## src/sv/cllc_pkg.sv

```systemverilog
`timescale 1ns / 1ps
`default_nettype none

package cllc_pkg;

   localparam int unsigned CODE_DIGITS   = 4;
   localparam int unsigned CODE_W        = 14;
   localparam int unsigned PERIOD_W      = 6;
   localparam int unsigned TRIAL_W       = 3;
   localparam int unsigned DIGIT_CNT_W   = 3;
   localparam int unsigned BLINK_W       = 2;
   localparam int unsigned CSR_ADDR_W    = 3;
   localparam int unsigned CSR_DATA_W    = CODE_W;

   localparam logic [BLINK_W-1:0] LOCKOUT_BLINK = 2'd3;
   localparam logic [BLINK_W-1:0] ALARM_BLINK   = 2'd1;

   localparam logic [7:0] ASCII_LF   = 8'h0A;
   localparam logic [7:0] ASCII_CR   = 8'h0D;
   localparam logic [7:0] ASCII_ZERO = 8'h30;
   localparam logic [7:0] ASCII_NINE = 8'h39;

   localparam logic [CODE_W-1:0]   RST_UNLOCK_CODE   = 14'd0;
   localparam logic [PERIOD_W-1:0] RST_ENTRY_TIMEOUT = 6'd10;
   localparam logic [PERIOD_W-1:0] RST_OPEN_TIME     = 6'd5;
   localparam logic [PERIOD_W-1:0] RST_DENIED_TIME   = 6'd5;
   localparam logic [PERIOD_W-1:0] RST_LOCKOUT_TIME  = 6'd15;
   localparam logic [PERIOD_W-1:0] RST_ALARM_TIME    = 6'd15;
   localparam logic [TRIAL_W-1:0]  RST_TRIAL_LIMIT   = 3'd3;

   typedef enum logic [2:0] {
      MODE_IDLE    = 3'd0,
      MODE_ENTRY   = 3'd1,
      MODE_GRANTED = 3'd2,
      MODE_DENIED  = 3'd3,
      MODE_LOCKOUT = 3'd4,
      MODE_TAMPER  = 3'd5
   } mode_type;

   typedef enum logic [2:0] {
      EV_NONE        = 3'd0,
      EV_ENTRY_START = 3'd1,
      EV_TIMEOUT     = 3'd2,
      EV_UNLOCK      = 3'd3,
      EV_LOCKOUT     = 3'd4,
      EV_DENIED      = 3'd5,
      EV_TAMPER      = 3'd6
   } event_type;

   typedef enum logic [CSR_ADDR_W-1:0] {
      CSR_UNLOCK_CODE   = 3'd0,
      CSR_ENTRY_TIMEOUT = 3'd1,
      CSR_OPEN_TIME     = 3'd2,
      CSR_DENIED_TIME   = 3'd3,
      CSR_LOCKOUT_TIME  = 3'd4,
      CSR_ALARM_TIME    = 3'd5,
      CSR_TRIAL_LIMIT   = 3'd6
   } csr_index_type;

   typedef struct packed {
      logic [CODE_W-1:0]   unlock_code;
      logic [PERIOD_W-1:0] entry_timeout;
      logic [PERIOD_W-1:0] open_time;
      logic [PERIOD_W-1:0] denied_time;
      logic [PERIOD_W-1:0] lockout_time;
      logic [PERIOD_W-1:0] alarm_time;
      logic [TRIAL_W-1:0]  trial_limit;
   } cfg_type;

   typedef struct packed {
      logic       button_pressed;
      logic       byte_valid;
      logic [7:0] rx_byte;
      logic       time_tick;
   } req_type;

   typedef struct packed {
      logic [2:0] lock_state;
      logic       green_led;
      logic       red_led;
      logic       latch_drive;
      logic [2:0] event_code;
   } rsp_type;

   // a period of zero runs as one unit
   function automatic logic [PERIOD_W-1:0] nz_period(input logic [PERIOD_W-1:0] p);
      nz_period = (p == '0) ? PERIOD_W'(1) : p;
   endfunction

endpackage

`default_nettype wire

```

## src/sv/cllc_csr.sv

```systemverilog
`timescale 1ns / 1ps
`default_nettype none

module cllc_csr (
   input  wire logic                             clock,
   input  wire logic                             reset,
   input  wire logic                             csr_write,
   input  wire logic [cllc_pkg::CSR_ADDR_W-1:0]  csr_index,
   input  wire logic [cllc_pkg::CSR_DATA_W-1:0]  csr_data,
   output cllc_pkg::cfg_type                     cfg
);

   cllc_pkg::cfg_type cfg_ff;
   cllc_pkg::cfg_type cfg_in;

   always_comb begin
      cfg_in = cfg_ff;
      if (csr_write) begin
         unique case (cllc_pkg::csr_index_type'(csr_index))
            cllc_pkg::CSR_UNLOCK_CODE:   cfg_in.unlock_code   = csr_data;
            cllc_pkg::CSR_ENTRY_TIMEOUT: cfg_in.entry_timeout = csr_data[cllc_pkg::PERIOD_W-1:0];
            cllc_pkg::CSR_OPEN_TIME:     cfg_in.open_time     = csr_data[cllc_pkg::PERIOD_W-1:0];
            cllc_pkg::CSR_DENIED_TIME:   cfg_in.denied_time   = csr_data[cllc_pkg::PERIOD_W-1:0];
            cllc_pkg::CSR_LOCKOUT_TIME:  cfg_in.lockout_time  = csr_data[cllc_pkg::PERIOD_W-1:0];
            cllc_pkg::CSR_ALARM_TIME:    cfg_in.alarm_time    = csr_data[cllc_pkg::PERIOD_W-1:0];
            cllc_pkg::CSR_TRIAL_LIMIT:   cfg_in.trial_limit   = csr_data[cllc_pkg::TRIAL_W-1:0];
            default: ;  // unmapped index: write dropped
         endcase
      end
   end

   always_ff @(posedge clock) begin
      if (reset) begin
         cfg_ff.unlock_code   <= cllc_pkg::RST_UNLOCK_CODE;
         cfg_ff.entry_timeout <= cllc_pkg::RST_ENTRY_TIMEOUT;
         cfg_ff.open_time     <= cllc_pkg::RST_OPEN_TIME;
         cfg_ff.denied_time   <= cllc_pkg::RST_DENIED_TIME;
         cfg_ff.lockout_time  <= cllc_pkg::RST_LOCKOUT_TIME;
         cfg_ff.alarm_time    <= cllc_pkg::RST_ALARM_TIME;
         cfg_ff.trial_limit   <= cllc_pkg::RST_TRIAL_LIMIT;
      end else begin
         cfg_ff <= cfg_in;
      end
   end

   assign cfg = cfg_ff;

endmodule

`default_nettype wire

```

## src/sv/cllc_fsm.sv

```systemverilog
`timescale 1ns / 1ps
`default_nettype none

module cllc_fsm (
   input  wire logic              clock,
   input  wire logic              reset,
   input  wire logic              step,
   input  wire cllc_pkg::req_type req,
   input  wire cllc_pkg::cfg_type cfg,
   output cllc_pkg::rsp_type      rsp
);

   localparam int unsigned CW = cllc_pkg::CODE_W;
   localparam int unsigned PW = cllc_pkg::PERIOD_W;
   localparam int unsigned TW = cllc_pkg::TRIAL_W;
   localparam int unsigned DW = cllc_pkg::DIGIT_CNT_W;
   localparam int unsigned BW = cllc_pkg::BLINK_W;

   cllc_pkg::mode_type  mode_ff, mode_in;
   logic                button_before_ff, button_before_in;
   logic [CW-1:0]       entered_ff, entered_in;
   logic [DW-1:0]       digit_count_ff, digit_count_in;
   logic [TW-1:0]       wrong_count_ff, wrong_count_in;
   logic [PW-1:0]       time_left_ff, time_left_in;
   logic                timer_running_ff, timer_running_in;
   logic                timer_expired_ff, timer_expired_in;
   logic                green_ff, green_in;
   logic                red_ff, red_in;
   logic [BW-1:0]       blink_divide_ff, blink_divide_in;
   logic [BW-1:0]       blink_count_ff, blink_count_in;
   logic                latch_ff, latch_in;

   logic                btn_rise;
   logic                is_digit;
   logic                is_eol;
   logic [CW-1:0]       value_next;
   logic [DW:0]         digits_next;
   logic [TW:0]         wrong_next;
   logic [TW-1:0]       limit_eff;
   logic [BW-1:0]       blink_inc;
   logic                code_ready;
   logic [CW-1:0]       code;
   cllc_pkg::event_type ev;

   assign btn_rise  = req.button_pressed & ~button_before_ff;
   assign is_digit  = (req.rx_byte >= cllc_pkg::ASCII_ZERO) &&
                      (req.rx_byte <= cllc_pkg::ASCII_NINE);
   assign is_eol    = (req.rx_byte == cllc_pkg::ASCII_CR) || (req.rx_byte == cllc_pkg::ASCII_LF);
   // value * 10 + digit, wrapping at the code width
   assign value_next = {entered_ff[CW-4:0], 3'b000} + {entered_ff[CW-2:0], 1'b0}
                     + {{(CW-4){1'b0}}, req.rx_byte[3:0]};
   assign digits_next = {1'b0, digit_count_ff} + (DW+1)'(1);
   assign wrong_next  = {1'b0, wrong_count_ff} + (TW+1)'(1);
   assign limit_eff   = (cfg.trial_limit == '0) ? TW'(1) : cfg.trial_limit;
   assign blink_inc   = blink_count_ff + BW'(1);

   always_comb begin
      mode_in          = mode_ff;
      button_before_in = req.button_pressed;
      entered_in       = entered_ff;
      digit_count_in   = digit_count_ff;
      wrong_count_in   = wrong_count_ff;
      time_left_in     = time_left_ff;
      timer_running_in = timer_running_ff;
      timer_expired_in = timer_expired_ff;
      green_in         = green_ff;
      red_in           = red_ff;
      blink_divide_in  = blink_divide_ff;
      blink_count_in   = blink_count_ff;
      latch_in         = latch_ff;
      code_ready       = 1'b0;
      code             = '0;
      ev               = cllc_pkg::EV_NONE;

      // timer advances before the state looks at it
      if (timer_running_ff && req.time_tick) begin
         if (time_left_ff <= PW'(1)) begin
            time_left_in     = '0;
            timer_running_in = 1'b0;
            timer_expired_in = 1'b1;
         end else begin
            time_left_in = time_left_ff - PW'(1);
         end
      end

      if (mode_ff == cllc_pkg::MODE_ENTRY && req.byte_valid) begin
         if (is_eol && digit_count_ff != '0) begin
            code           = entered_ff;
            code_ready     = 1'b1;
            entered_in     = '0;
            digit_count_in = '0;
         end else if (is_digit) begin
            if (digits_next >= (DW+1)'(cllc_pkg::CODE_DIGITS)) begin
               code           = value_next;
               code_ready     = 1'b1;
               entered_in     = '0;
               digit_count_in = '0;
            end else begin
               entered_in     = value_next;
               digit_count_in = digits_next[DW-1:0];
            end
         end
      end

      unique case (mode_ff)
         cllc_pkg::MODE_IDLE: begin
            if (btn_rise) begin
               mode_in          = cllc_pkg::MODE_ENTRY;
               entered_in       = '0;
               digit_count_in   = '0;
               time_left_in     = cllc_pkg::nz_period(cfg.entry_timeout);
               timer_running_in = 1'b1;
               timer_expired_in = 1'b0;
               ev               = cllc_pkg::EV_ENTRY_START;
            end
         end
         cllc_pkg::MODE_ENTRY: begin
            if (timer_expired_in) begin
               // timeout wins over a code finished in the same cycle
               mode_in          = cllc_pkg::MODE_IDLE;
               time_left_in     = '0;
               timer_running_in = 1'b0;
               timer_expired_in = 1'b0;
               entered_in       = '0;
               digit_count_in   = '0;
               ev               = cllc_pkg::EV_TIMEOUT;
            end else if (code_ready) begin
               if (code == cfg.unlock_code) begin
                  mode_in          = cllc_pkg::MODE_GRANTED;
                  time_left_in     = cllc_pkg::nz_period(cfg.open_time);
                  timer_running_in = 1'b1;
                  timer_expired_in = 1'b0;
                  green_in         = 1'b1;
                  latch_in         = 1'b1;
                  wrong_count_in   = '0;
                  ev               = cllc_pkg::EV_UNLOCK;
               end else if (wrong_next >= {1'b0, limit_eff}) begin
                  mode_in          = cllc_pkg::MODE_LOCKOUT;
                  time_left_in     = cllc_pkg::nz_period(cfg.lockout_time);
                  timer_running_in = 1'b1;
                  timer_expired_in = 1'b0;
                  wrong_count_in   = '0;
                  ev               = cllc_pkg::EV_LOCKOUT;
               end else begin
                  mode_in          = cllc_pkg::MODE_DENIED;
                  wrong_count_in   = wrong_next[TW-1:0];
                  red_in           = 1'b1;
                  blink_count_in   = '0;
                  time_left_in     = cllc_pkg::nz_period(cfg.denied_time);
                  timer_running_in = 1'b1;
                  timer_expired_in = 1'b0;
                  ev               = cllc_pkg::EV_DENIED;
               end
            end
         end
         cllc_pkg::MODE_GRANTED: begin
            if (timer_expired_in) begin
               mode_in          = cllc_pkg::MODE_IDLE;
               time_left_in     = '0;
               timer_running_in = 1'b0;
               timer_expired_in = 1'b0;
               green_in         = 1'b0;
               latch_in         = 1'b0;
            end
         end
         cllc_pkg::MODE_DENIED: begin
            // expired flag is left set here; the next timer start clears it
            if (timer_expired_in) begin
               mode_in        = cllc_pkg::MODE_IDLE;
               red_in         = 1'b0;
               blink_count_in = '0;
            end
         end
         cllc_pkg::MODE_LOCKOUT: begin
            if (timer_expired_in) begin
               mode_in          = cllc_pkg::MODE_IDLE;
               red_in           = 1'b0;
               blink_count_in   = '0;
               time_left_in     = '0;
               timer_running_in = 1'b0;
               timer_expired_in = 1'b0;
            end else if (btn_rise) begin
               mode_in          = cllc_pkg::MODE_TAMPER;
               time_left_in     = cllc_pkg::nz_period(cfg.alarm_time);
               timer_running_in = 1'b1;
               timer_expired_in = 1'b0;
               red_in           = 1'b0;
               blink_divide_in  = cllc_pkg::ALARM_BLINK;
               blink_count_in   = '0;
               ev               = cllc_pkg::EV_TAMPER;
            end else if (blink_inc >= blink_divide_ff) begin
               red_in         = ~red_ff;
               blink_count_in = '0;
            end else begin
               blink_count_in = blink_inc;
            end
         end
         cllc_pkg::MODE_TAMPER: begin
            if (timer_expired_in) begin
               mode_in          = cllc_pkg::MODE_IDLE;
               red_in           = 1'b0;
               blink_count_in   = '0;
               time_left_in     = '0;
               timer_running_in = 1'b0;
               timer_expired_in = 1'b0;
            end else if (blink_inc >= blink_divide_ff) begin
               red_in         = ~red_ff;
               blink_count_in = '0;
            end else begin
               blink_count_in = blink_inc;
            end
         end
         default: begin
            mode_in = cllc_pkg::MODE_IDLE;
         end
      endcase

      rsp.lock_state  = mode_in;
      rsp.green_led   = green_in;
      rsp.red_led     = red_in;
      rsp.latch_drive = latch_in;
      rsp.event_code  = ev;
   end

   always_ff @(posedge clock) begin
      if (reset) begin
         mode_ff          <= cllc_pkg::MODE_IDLE;
         button_before_ff <= 1'b0;
         entered_ff       <= '0;
         digit_count_ff   <= '0;
         wrong_count_ff   <= '0;
         time_left_ff     <= '0;
         timer_running_ff <= 1'b0;
         timer_expired_ff <= 1'b0;
         green_ff         <= 1'b0;
         red_ff           <= 1'b0;
         blink_divide_ff  <= cllc_pkg::LOCKOUT_BLINK;
         blink_count_ff   <= '0;
         latch_ff         <= 1'b0;
      end else if (step) begin
         mode_ff          <= mode_in;
         button_before_ff <= button_before_in;
         entered_ff       <= entered_in;
         digit_count_ff   <= digit_count_in;
         wrong_count_ff   <= wrong_count_in;
         time_left_ff     <= time_left_in;
         timer_running_ff <= timer_running_in;
         timer_expired_ff <= timer_expired_in;
         green_ff         <= green_in;
         red_ff           <= red_in;
         blink_divide_ff  <= blink_divide_in;
         blink_count_ff   <= blink_count_in;
         latch_ff         <= latch_in;
      end
   end

endmodule

`default_nettype wire

```

## src/sv/code_lock_controller.sv

```systemverilog
`timescale 1ns / 1ps
`default_nettype none

// Code lock controller. Each input item is one control cycle (button level,
// optional received byte, timer tick) and yields exactly one result item
// (lock state, LEDs, latch drive, event number). Items pass through an input
// register and a result register with the lock's state update between them,
// and one item can be taken every cycle unless the result side stalls. The
// result register decouples the sides: a new item is still taken while the
// previous result waits, and stall on the request side rises only when both
// registers are full and the result side stalls. Configuration must be
// written through csr_write/csr_index/csr_data only while no item is in
// flight; the block itself does not enforce this. Unmapped indexes are
// ignored.
module code_lock_controller (
   input  wire logic                             clock,
   input  wire logic                             reset,
   input  wire logic                             req_valid,
   output      logic                             req_stall,
   input  wire cllc_pkg::req_type                req_data,
   output      logic                             rsp_valid,
   input  wire logic                             rsp_stall,
   output cllc_pkg::rsp_type                     rsp_data,
   input  wire logic                             csr_write,
   input  wire logic [cllc_pkg::CSR_ADDR_W-1:0]  csr_index,
   input  wire logic [cllc_pkg::CSR_DATA_W-1:0]  csr_data
);

   cllc_pkg::cfg_type cfg;
   cllc_pkg::rsp_type rsp_next;

   logic              req_valid_ff, req_valid_in;
   cllc_pkg::req_type req_data_ff;
   logic              rsp_valid_ff, rsp_valid_in;
   cllc_pkg::rsp_type rsp_data_ff;

   logic              req_take;
   logic              rsp_take;
   logic              advance;

   cllc_csr u_csr (
      .clock     (clock),
      .reset     (reset),
      .csr_write (csr_write),
      .csr_index (csr_index),
      .csr_data  (csr_data),
      .cfg       (cfg)
   );

   cllc_fsm u_fsm (
      .clock (clock),
      .reset (reset),
      .step  (advance),
      .req   (req_data_ff),
      .cfg   (cfg),
      .rsp   (rsp_next)
   );

   // item moves from the input register to the result register
   assign advance   = req_valid_ff && (!rsp_valid_ff || !rsp_stall);
   assign req_stall = req_valid_ff && !advance;
   assign req_take  = req_valid && !req_stall;
   assign rsp_take  = rsp_valid_ff && !rsp_stall;

   always_comb begin
      req_valid_in = req_valid_ff;
      if (req_take) begin
         req_valid_in = 1'b1;
      end else if (advance) begin
         req_valid_in = 1'b0;
      end

      rsp_valid_in = rsp_valid_ff;
      if (advance) begin
         rsp_valid_in = 1'b1;
      end else if (rsp_take) begin
         rsp_valid_in = 1'b0;
      end
   end

   always_ff @(posedge clock) begin
      if (reset) begin
         req_valid_ff <= 1'b0;
         rsp_valid_ff <= 1'b0;
      end else begin
         req_valid_ff <= req_valid_in;
         rsp_valid_ff <= rsp_valid_in;
      end
   end

   always_ff @(posedge clock) begin
      if (req_take) begin
         req_data_ff <= req_data;
      end
      if (advance) begin
         rsp_data_ff <= rsp_next;
      end
   end

   assign rsp_valid = rsp_valid_ff;
   assign rsp_data  = rsp_data_ff;

endmodule

`default_nettype wire

```

## config.mk

```make
export PLATFORM = sky130hd
export DESIGN_NAME = code_lock_controller
export DESIGN_NICKNAME = d
export VERILOG_FILES = /design/src/sv/cllc_pkg.sv /design/src/sv/cllc_csr.sv /design/src/sv/cllc_fsm.sv /design/src/sv/code_lock_controller.sv
export SDC_FILE = /design/constraint.sdc
export NUM_CORES = 1
export LEC_CHECK = 0
export BUFFER_PORTS_ARGS = -buffer_cell sky130_fd_sc_hd__buf_2
export CAP_MARGIN = 40
export CORE_MARGIN = 1.5
export CORE_UTILIZATION = 60
export CTS_BUF_LIST = sky130_fd_sc_hd__clkbuf_8
export DETAILED_ROUTE_END_ITERATION = 6
export HOLD_SLACK_MARGIN = 0.06
export PLACE_DENSITY = 0.85
export SETUP_SLACK_MARGIN = 0.5
export SYNTH_ARGS = -nofsm -noshare
export SYNTH_HDL_FRONTEND = slang
export SYNTH_SLANG_ARGS = --single-unit
```

## constraint.sdc

```tcl
create_clock -name clock -period 12.25 [get_ports clock]
set_input_delay 0.6125 -clock clock [delete_from_list [all_inputs] [get_ports clock]]
set_output_delay 0.6125 -clock clock [all_outputs]
set_load 0.02 [all_outputs]
```

==> results of run 1 <==
-- sequential cells by signal, indices dropped and copies added (netlist names), 2 cells and up --
signal	count
u_fsm.mode_ff	3
u_fsm.time_left_ff	6
u_fsm.digit_count_ff	3
rsp_data	9
u_csr.cfg	47
u_fsm.blink_count_ff	2
u_fsm.entered_ff	14
u_fsm.wrong_count_ff	3
req_data_ff	11
-- layout make-up --
class	count	area share (%)
flip-flops and latches	107	33.9
clock inverters	6	1.12
clock buffers	10	1.99
well taps	136	2.46
repair buffers	51	4.03
multi-input cells	612	55.3
inverters	22	1.19
-- power by group --
| part | total [mW] | switching [mW] | internal (mW) |
|---|---|---|---|
| clock | 0.237 | 0.133 | 0.104 |
| combinational | 0.0775 | 0.0524 | 0.0251 |
| sequential | 0.377 | 0.00959 | 0.368 |
-- routing by layer --
| layer | global-route usage, % | vias to the layer above | wire (um) |
|---|---|---|---|
| met2 | 50.9 | 307 | 7930 |
| met4 | 12.8 | 0 | 476 |
| met1 | 39.3 | 2889 | 7310 |
| met5 | 0 | - | 0 |
| li1 | - | 2905 | - |
| met3 | 6.93 | 52 | 1440 |
-- worst max-delay path, stage by stage, from the launching register on --
cell	delay (ps)
dfxtp_1	410
inv_1	100
fa_1	570
inv_1	60
ha_1	310
a211oi_2	380
o21a_1	260
xor2_1	230
nor3_1	70
a21o_1	160
a221o_1	340
or4_1	630
or3_1	670
a2111oi_0	500
o31ai_1	130
-- cells in the mapped netlist (6+ instances only) --
master | count | area (sq um)
a211oi_1 | 11 | 82.6
a21o_1 | 7 | 52.6
a21oi_1 | 66 | 330
a22oi_1 | 18 | 135
a31oi_1 | 9 | 56.3
a32oi_1 | 6 | 52.6
and3_1 | 7 | 43.8
clkbuf_1 | 36 | 135
dfxtp_1 | 87 | 1740
edfxtp_1 | 20 | 601
ha_1 | 30 | 375
inv_1 | 22 | 82.6
mux2i_1 | 38 | 380
nand2_1 | 101 | 379
nand2b_1 | 9 | 56.3
nand3_1 | 20 | 100
nand4_1 | 6 | 37.5
nor2_1 | 99 | 372
nor2b_1 | 11 | 68.8
nor3_1 | 22 | 110
nor4_1 | 9 | 56.3
o211ai_1 | 10 | 75.1
o21ai_0 | 28 | 140
xnor2_1 | 8 | 70.1
xor2_1 | 7 | 61.3
-- path summary, 6_finish.rpt --
| check | to | slack (ps) |
|---|---|---|
| max | u_fsm.time_left_ff[0] | 7310 |
| min | req_data_ff[6] | 380 |
| max reg2reg | u_fsm.time_left_ff[0] | 7310 |
| min reg2reg | u_fsm.button_before_ff | 470 |
-- cells by family after synthesis --
family,after synthesis
buffers and inverters,67
and+or+nand+nor,315
adders and majority gates,32
AOI/OAI and AO/OA,211
xor gates and xnor gates,15
DFF,107
muxes,39
-- per-stage QoR --
| stage | hold WS, ps | worst slack, ps | total power, mW | std cells |
|---|---|---|---|---|
| 5_1_grt | 356 | 7130 | 0.715 | 944 |
| 6_report | 381 | 7310 | 0.692 | 944 |
| 3_3_place_gp | 440 | 7650 | 0.456 | 927 |
| 4_1_cts | 364 | 7360 | 0.694 | 944 |
| 3_5_place_dp | 465 | 7410 | 0.460 | 928 |
| 2_1_floorplan | 431 | 7920 | 0.436 | 786 |
==> summary.txt, run 1 <==
Outcome
  – Status: completed

Logic synthesis
  – Post-synth top flop: dfxtp_1
  – Compound-Gate Fraction of Synth Area: 22.0%
  – Synthesis-stage register bit count: 107
  – EDFF count, synth: 20
  – Post-Synth Simple-Gate Area: 22.8%
  – Yosys warns: 0
  – Gate Count Post-Synth: 786
  – Post-synthesis async set-or-reset flop share: 0%
  – Syn avg cell area: 8.20 sq um
  – Syn_nets: 851
  – Post-synthesis mux area share: 6.08%
  – Main combinational cell family by area after synthesis: simple AND/OR/NAND/NOR gates
  – Synth Cell Area: 6440 sq um
  – Synth Area in Adders: 6.45%
  – Xor/xnor share of the synthesized area: 2.04%
  – Sequential element share of the synthesized area: 36.3%
  – Post-synth cell types: 70

Power
  – VDD IR max: 0.107 mV
  – Pleak: 2.85 nW
  – Power per cell area: 100 nW/um^2

Drt
  – Pre-antenna DRT Iters: 6
  – Routed length per instance: 18.2 um
  – Initial DRC count: 624
  – # DRC: 0
  – Vias per std cell: 6.52
  – Via count: 6153
  – Detail Route Antenna Nets: 0
  – Final WL: 17200 um

Global routing
  – GR Overflow Total: 0
  – Initial antenna violation count: 0
  – Vias in the first global route: 5833
  – GRT Total Usage: 30.9%
  – Global-route wire length before repair: 27800 um
  – Largest net degree at the start of global routing: 70

Setup path
  – Critical path class: reg -> reg
  – CP Launch Type: flip-flop
  – Crit path from: u_fsm.entered_ff[0]
  – Worst EP arrival: 5220 ps
  – Crit end category: flip-flop
  – Critical path required time: 12530 ps
  – Reg-to-Reg Start: u_fsm.entered_ff[0]
  – Critical path peak fanout: 14
  – Worst R2R Path Depth: 14

Min path
  – Hold crit path type: in -> reg
  – Hold Path Stages: 1
  – Worst Min Path Start: req_data[6]

Clock network
  – CTS tree: done
  – Post-CTS sizing: 0
  – Clock Latency Late Sink: 410 ps
  – Clk slew on worst S/H paths: 100 ps
  – H-tree Lvls: 3
  – Clk root buf: clkbuf_8
  – Maximum root-to-sink buffer count: 2
  – Postcts setup bufs: 0
  – Hold buffer count at CTS: 0
  – Clk sink count: 107
  – Num CTS Buffers: 9

Final layout
  – Final core occ: 66.7%
  – Most common cell after layout, fill and taps aside: nand2_1
  – Share of layout cells above drive strength 1: 9.78%
  – Area taken by multi-input logic gates: 3830 sq um
  – Number of antenna diodes: 0
  – P&R area growth vs syn: 7.36%
  – Most frequent cells in the layout: nand2_1 (101), nor2_1 (99), dfxtp_1 (87), a21oi_1 (66), buf_2 (43)
  – # fillers: 859
  – Final Cell Area: 6920 sq um
  – Nets: 868
  – Reg area: 2340 sq um

STA
  – Worst-margin pin slew: 914 ps
  – Final hold viol count: 0
  – Final Setup Violations: 0
  – Tcrit/Tclk final: 40.3%
  – Fin crit period: 4940 ps
  – RSZ-0062 raised after global routing: false
  – Clock skew: 18.5 ps
  – Max-slew headroom: 38.5%
  – Pins Over Slew Limit: 0
  – Final TNS setup: 0 ps
  – Fmax: 203 MHz

Floorplanning
  – CORE AREA: 10400 sq um
  – Die area: 11400 sq um
  – I/O pins: 44
  – Die Span Y: 107 um
  – Initial core utilization: 62.1%
  – Die width: 107 um
  – Row cnt: 37

Placed design
  – GPL Wtd Cong: 0.922
  – Post-Place Cell Area: 6700 sq um
  – # port buffers: 43
  – Hpwl dp: 12200 um

Job
  – Max Cap Viol: 0
Note: power is estimated with default switching activity, not from simulation.
==> inputs of run 2 (changes only) <==
--- a/config.mk
+++ b/config.mk
@@ -5,6 +5,7 @@
 export SDC_FILE = /design/constraint.sdc
 export NUM_CORES = 1
 export LEC_CHECK = 0
+export ABC_AREA = 1
 export BUFFER_PORTS_ARGS = -buffer_cell sky130_fd_sc_hd__buf_2
 export CAP_MARGIN = 40
 export CORE_MARGIN = 1.5
==> constraint.sdc (replaced) <==
create_clock -name clock -period 4.6 [get_ports clock]
set_input_delay 0.23 -clock clock [delete_from_list [all_inputs] [get_ports clock]]
set_output_delay 0.23 -clock clock [all_outputs]
set_load 0.02 [all_outputs]
==> run 2 against run 1 <==
Combinational power rose to 3.5 times the previous value. Synthesized cell count increased by 21%. Worst hold slack worse by 270 ps. Non-clock buffer count is 8 higher. Critical path depth is 7 higher. Die area rose by 2.2%. Worst setup slack got worse by 6200 ps. Final cell count is 21% higher. Area after synthesis increased by 2.3%. Maximum frequency grew 40%. Critical endpoint is now u_fsm.time_left_ff[4]. Largest power group unchanged.
==> summary.txt, run 2 <==
Outcome
  – Status: completed

Drt
  – Routed length per instance: 14.4 um (-21%)
  – Via count: 6414 (+4.2%)
  – # DRC: 0 (unchanged)
  – Initial DRC count: 480 (-23%)
  – Detail Route Antenna Nets: 0 (unchanged)
  – Pre-antenna DRT Iters: 5 (-1)
  – Final WL: 16500 um (-4.0%)
  – Vias per std cell: 5.60 (-14%)

STA
  – Fin crit period: 3530 ps (-1410 ps)
  – Max-slew headroom: 47.4% (+8.9 points)
  – Post-route setup slack: 1070 ps (-6240 ps)
  – Final TNS setup: 0 ps (unchanged)
  – Final hold viol count: 0 (unchanged)
  – Worst-margin pin slew: 789 ps (-126 ps)
  – Fmax: 284 MHz (+40%)
  – Pins Over Slew Limit: 0 (unchanged)
  – Tcrit/Tclk final: 76.6% (+36 points)
  – RSZ-0062 raised after global routing: false
  – WHS: 111 ps (-270 ps)
  – Clock skew: 15.6 ps (-2.94 ps)
  – Final Setup Violations: 0 (unchanged)

Placed design
  – # port buffers: 43 (unchanged)
  – Hpwl dp: 12100 um (-1.5%)
  – Pre-CTS setup slack: 1150 ps (-6260 ps)
  – Placed instance count: 1115 (+20%)
  – GPL Wtd Cong: 0.974 (+5.6%)
  – Post-Place Cell Area: 6900 sq um (+2.9%)

Logic synthesis
  – Post-synth cell types: 53 (-24%)
  – Post-synthesis async set-or-reset flop share: 0% (unchanged)
  – Syn avg cell area: 6.92 sq um (-16%)
  – Most numerous cell in the Yosys netlist: nand2_1
  – Synthesis-stage register bit count: 107 (unchanged)
  – Top post-synthesis cells by count: nand2_1 (195), inv_1 (155), dfxtp_1 (87)
  – Yosys warns: 0 (unchanged)
  – Synth Cell Area: 6590 sq um (+2.3%)
  – Sequential element share of the synthesized area: 35.5% (-0.81 points)
  – Post-synth top flop: dfxtp_1
  – Gate Count Post-Synth: 952 (+21%)
  – Yosys top cell by area: dfxtp_1
  – EDFF count, synth: 20 (unchanged)
  – Top cells by area, synth: dfxtp_1 (26%), nand2_1 (11%), edfxtp_1 (9.1%)
  – Synth top area share: 26.4% (-0.61 points)
  – Syn_nets: 1017 (+20%)

Power
  – Total power: 1.85 mW (+170%)
  – VDD IR max: 0.242 mV (+130%)
  – Pleak: 3.37 nW (+18%)
  – Power per cell area: 256 nW/um^2 (+160%)

Clock network
  – Num CTS Buffers: 9 (unchanged)
  – Clock Latency Late Sink: 410 ps (about the same)
  – Maximum root-to-sink buffer count: 2 (unchanged)
  – CTS tree: done
  – Hold buffer count at CTS: 14 (+14)
  – Clk slew on worst S/H paths: 110 ps (about the same)
  – Clk sink count: 107 (unchanged)
  – Post-CTS sizing: 0 (unchanged)
  – Clk root buf: clkbuf_8
  – H-tree Lvls: 3 (unchanged)
  – Postcts setup bufs: 0 (unchanged)

Global routing
  – Initial antenna violation count: 0 (unchanged)
  – Largest net degree at the start of global routing: 38 (-46%)
  – Vias in the first global route: 5574 (-4.4%)
  – GRT Total Usage: 29.7% (-1.3 points)
  – GR Overflow Total: 0 (unchanged)
  – Global-route wire length before repair: 26900 um (-3.2%)

Final layout
  – Number of antenna diodes: 0 (unchanged)
  – Final core occ: 67.0% (+0.30 points)
  – Most common cell after layout, fill and taps aside: nand2_1
  – Non-Filler Instances: 1145 (+21%)
  – P&R area growth vs syn: 9.72%
  – Most frequent cells in the layout: nand2_1 (195), inv_1 (155), dfxtp_1 (87), nor2_1 (84), a21oi_1 (81)
  – Nets: 1065 (+23%)
  – Share of layout cells above drive strength 1: 9.45% (-0.32 points)
  – Final Cell Area: 7230 sq um (+4.5%)
  – Max FFs per register: 47 (unchanged)

Setup path
  – Worst R2R Path Depth: 21 (+7)
  – Worst EP arrival: 3830 ps (-1390 ps)
  – Worst R2R Setup Slack: 1070 ps (-6240 ps)
  – CP Launch Type: flip-flop
  – Crit path from: req_data_ff[3]
  – Critical path required time: 4910 ps (-7620 ps)
  – Crit end category: flip-flop
  – Critical path class: reg -> reg
  – Worst reg2reg path endpoint: u_fsm.time_left_ff[4]
  – Critical Path End: u_fsm.time_left_ff[4]
  – Critical path peak fanout: 12 (-2)
  – Reg-to-Reg Start: req_data_ff[3]

Floorplanning
  – CORE AREA: 10800 sq um (+4.1%)
  – Row cnt: 38 (+2.7%)
  – I/O pins: 44 (unchanged)
  – Initial core utilization: 61.1% (-1.1 points)
  – Die width: 108 um (+1.1%)
  – Die area: 11600 sq um (+2.2%)
  – Die Span Y: 108 um (+1.1%)

Job
  – Max Cap Viol: 0 (unchanged)

Min path
  – Hold crit path type: in -> reg
## run 2: cell count changes in the layout (fill, tap and decap cells not counted), sizes merged, moves of 9 or more
cell,before,now
nand3,20,75
nor2b,11,0
nand4,6,16
dlygate4sd3,0,14
nand2,101,202
inv,26,164
a22oi,18,6
nand3b,0,9
mux2i,38,1
o21ai,30,75
nand2b,9,0
a21oi,66,84
## run 2: per-layer routing
metal / wire (um) / track usage, % / up-vias
met2: 7210 / 46.2 / 252
met3: 1260 / 6.23 / 26
met1: 7730 / 41.8 / 2895
met5: 0 / 0 / -
met4: 259 / 7.71 / 0
li1: - / - / 3241
## run 2: power by group
group,internal (mW),switching [mW]
Sequential,0.990,0.0215
Clock,0.211,0.364
Combinational,0.0860,0.182
## run 2: cells by family after synthesis
group	after synthesis	synth area share [%]
AO/OA/AOI/OAI	204	17.7
AND/OR/NAND/NOR	416	28.3
flip-flops	107	35.5
adder cells (fa/ha/maj)	32	6.30
multiplexers	1	0.152
XOR/XNOR	7	0.930
buffers and inverters	185	11.1
## run 2: critical path, stage by stage, from the launching register on
cell and delay [ps]:
edfxtp_1 450, ha_1 310, ha_1 210, inv_1 70, fa_1 400, nand3b_1 190
nand2_1 130, nand2_1 100, nand3_1 120, nand4_1 100, nand2_1 80, nand2_1 50
nor2_1 110, nand3_1 130, nor2_4 160, nand2_2 200, nor2_1 250, nand2_1 80
o211ai_1 90, nand3b_1 90, nand2_1 60, inv_1 40
## run 2: worst min-delay path by stage
| stage | endpoint | depth (start not counted) | startpoint |
|---|---|---|---|
| 6_report | u_csr.cfg[40] | 3 | csr_data[7] |
| 2_1_floorplan | req_data_ff[0] | 0 | req_data[0] |
| 5_1_grt | u_csr.cfg[44] | 3 | csr_data[11] |
| 3_3_place_gp | req_data_ff[7] | 1 | req_data[7] |
| 4_1_cts | u_csr.cfg[40] | 3 | csr_data[7] |
| 3_5_place_dp | req_data_ff[10] | 1 | req_data[10] |
## run 2: final cells by class
class | instances | area, sq um
Tap cell | 140 | 175
Fill cell | 945 | 3560
Sequential cell | 107 | 2340
Multi-Input combinational cell | 660 | 3520
Timing Repair Buffer | 59 | 378
Clock buffer | 9 | 124
Clock inverter | 7 | 71.3
Inverter | 163 | 619
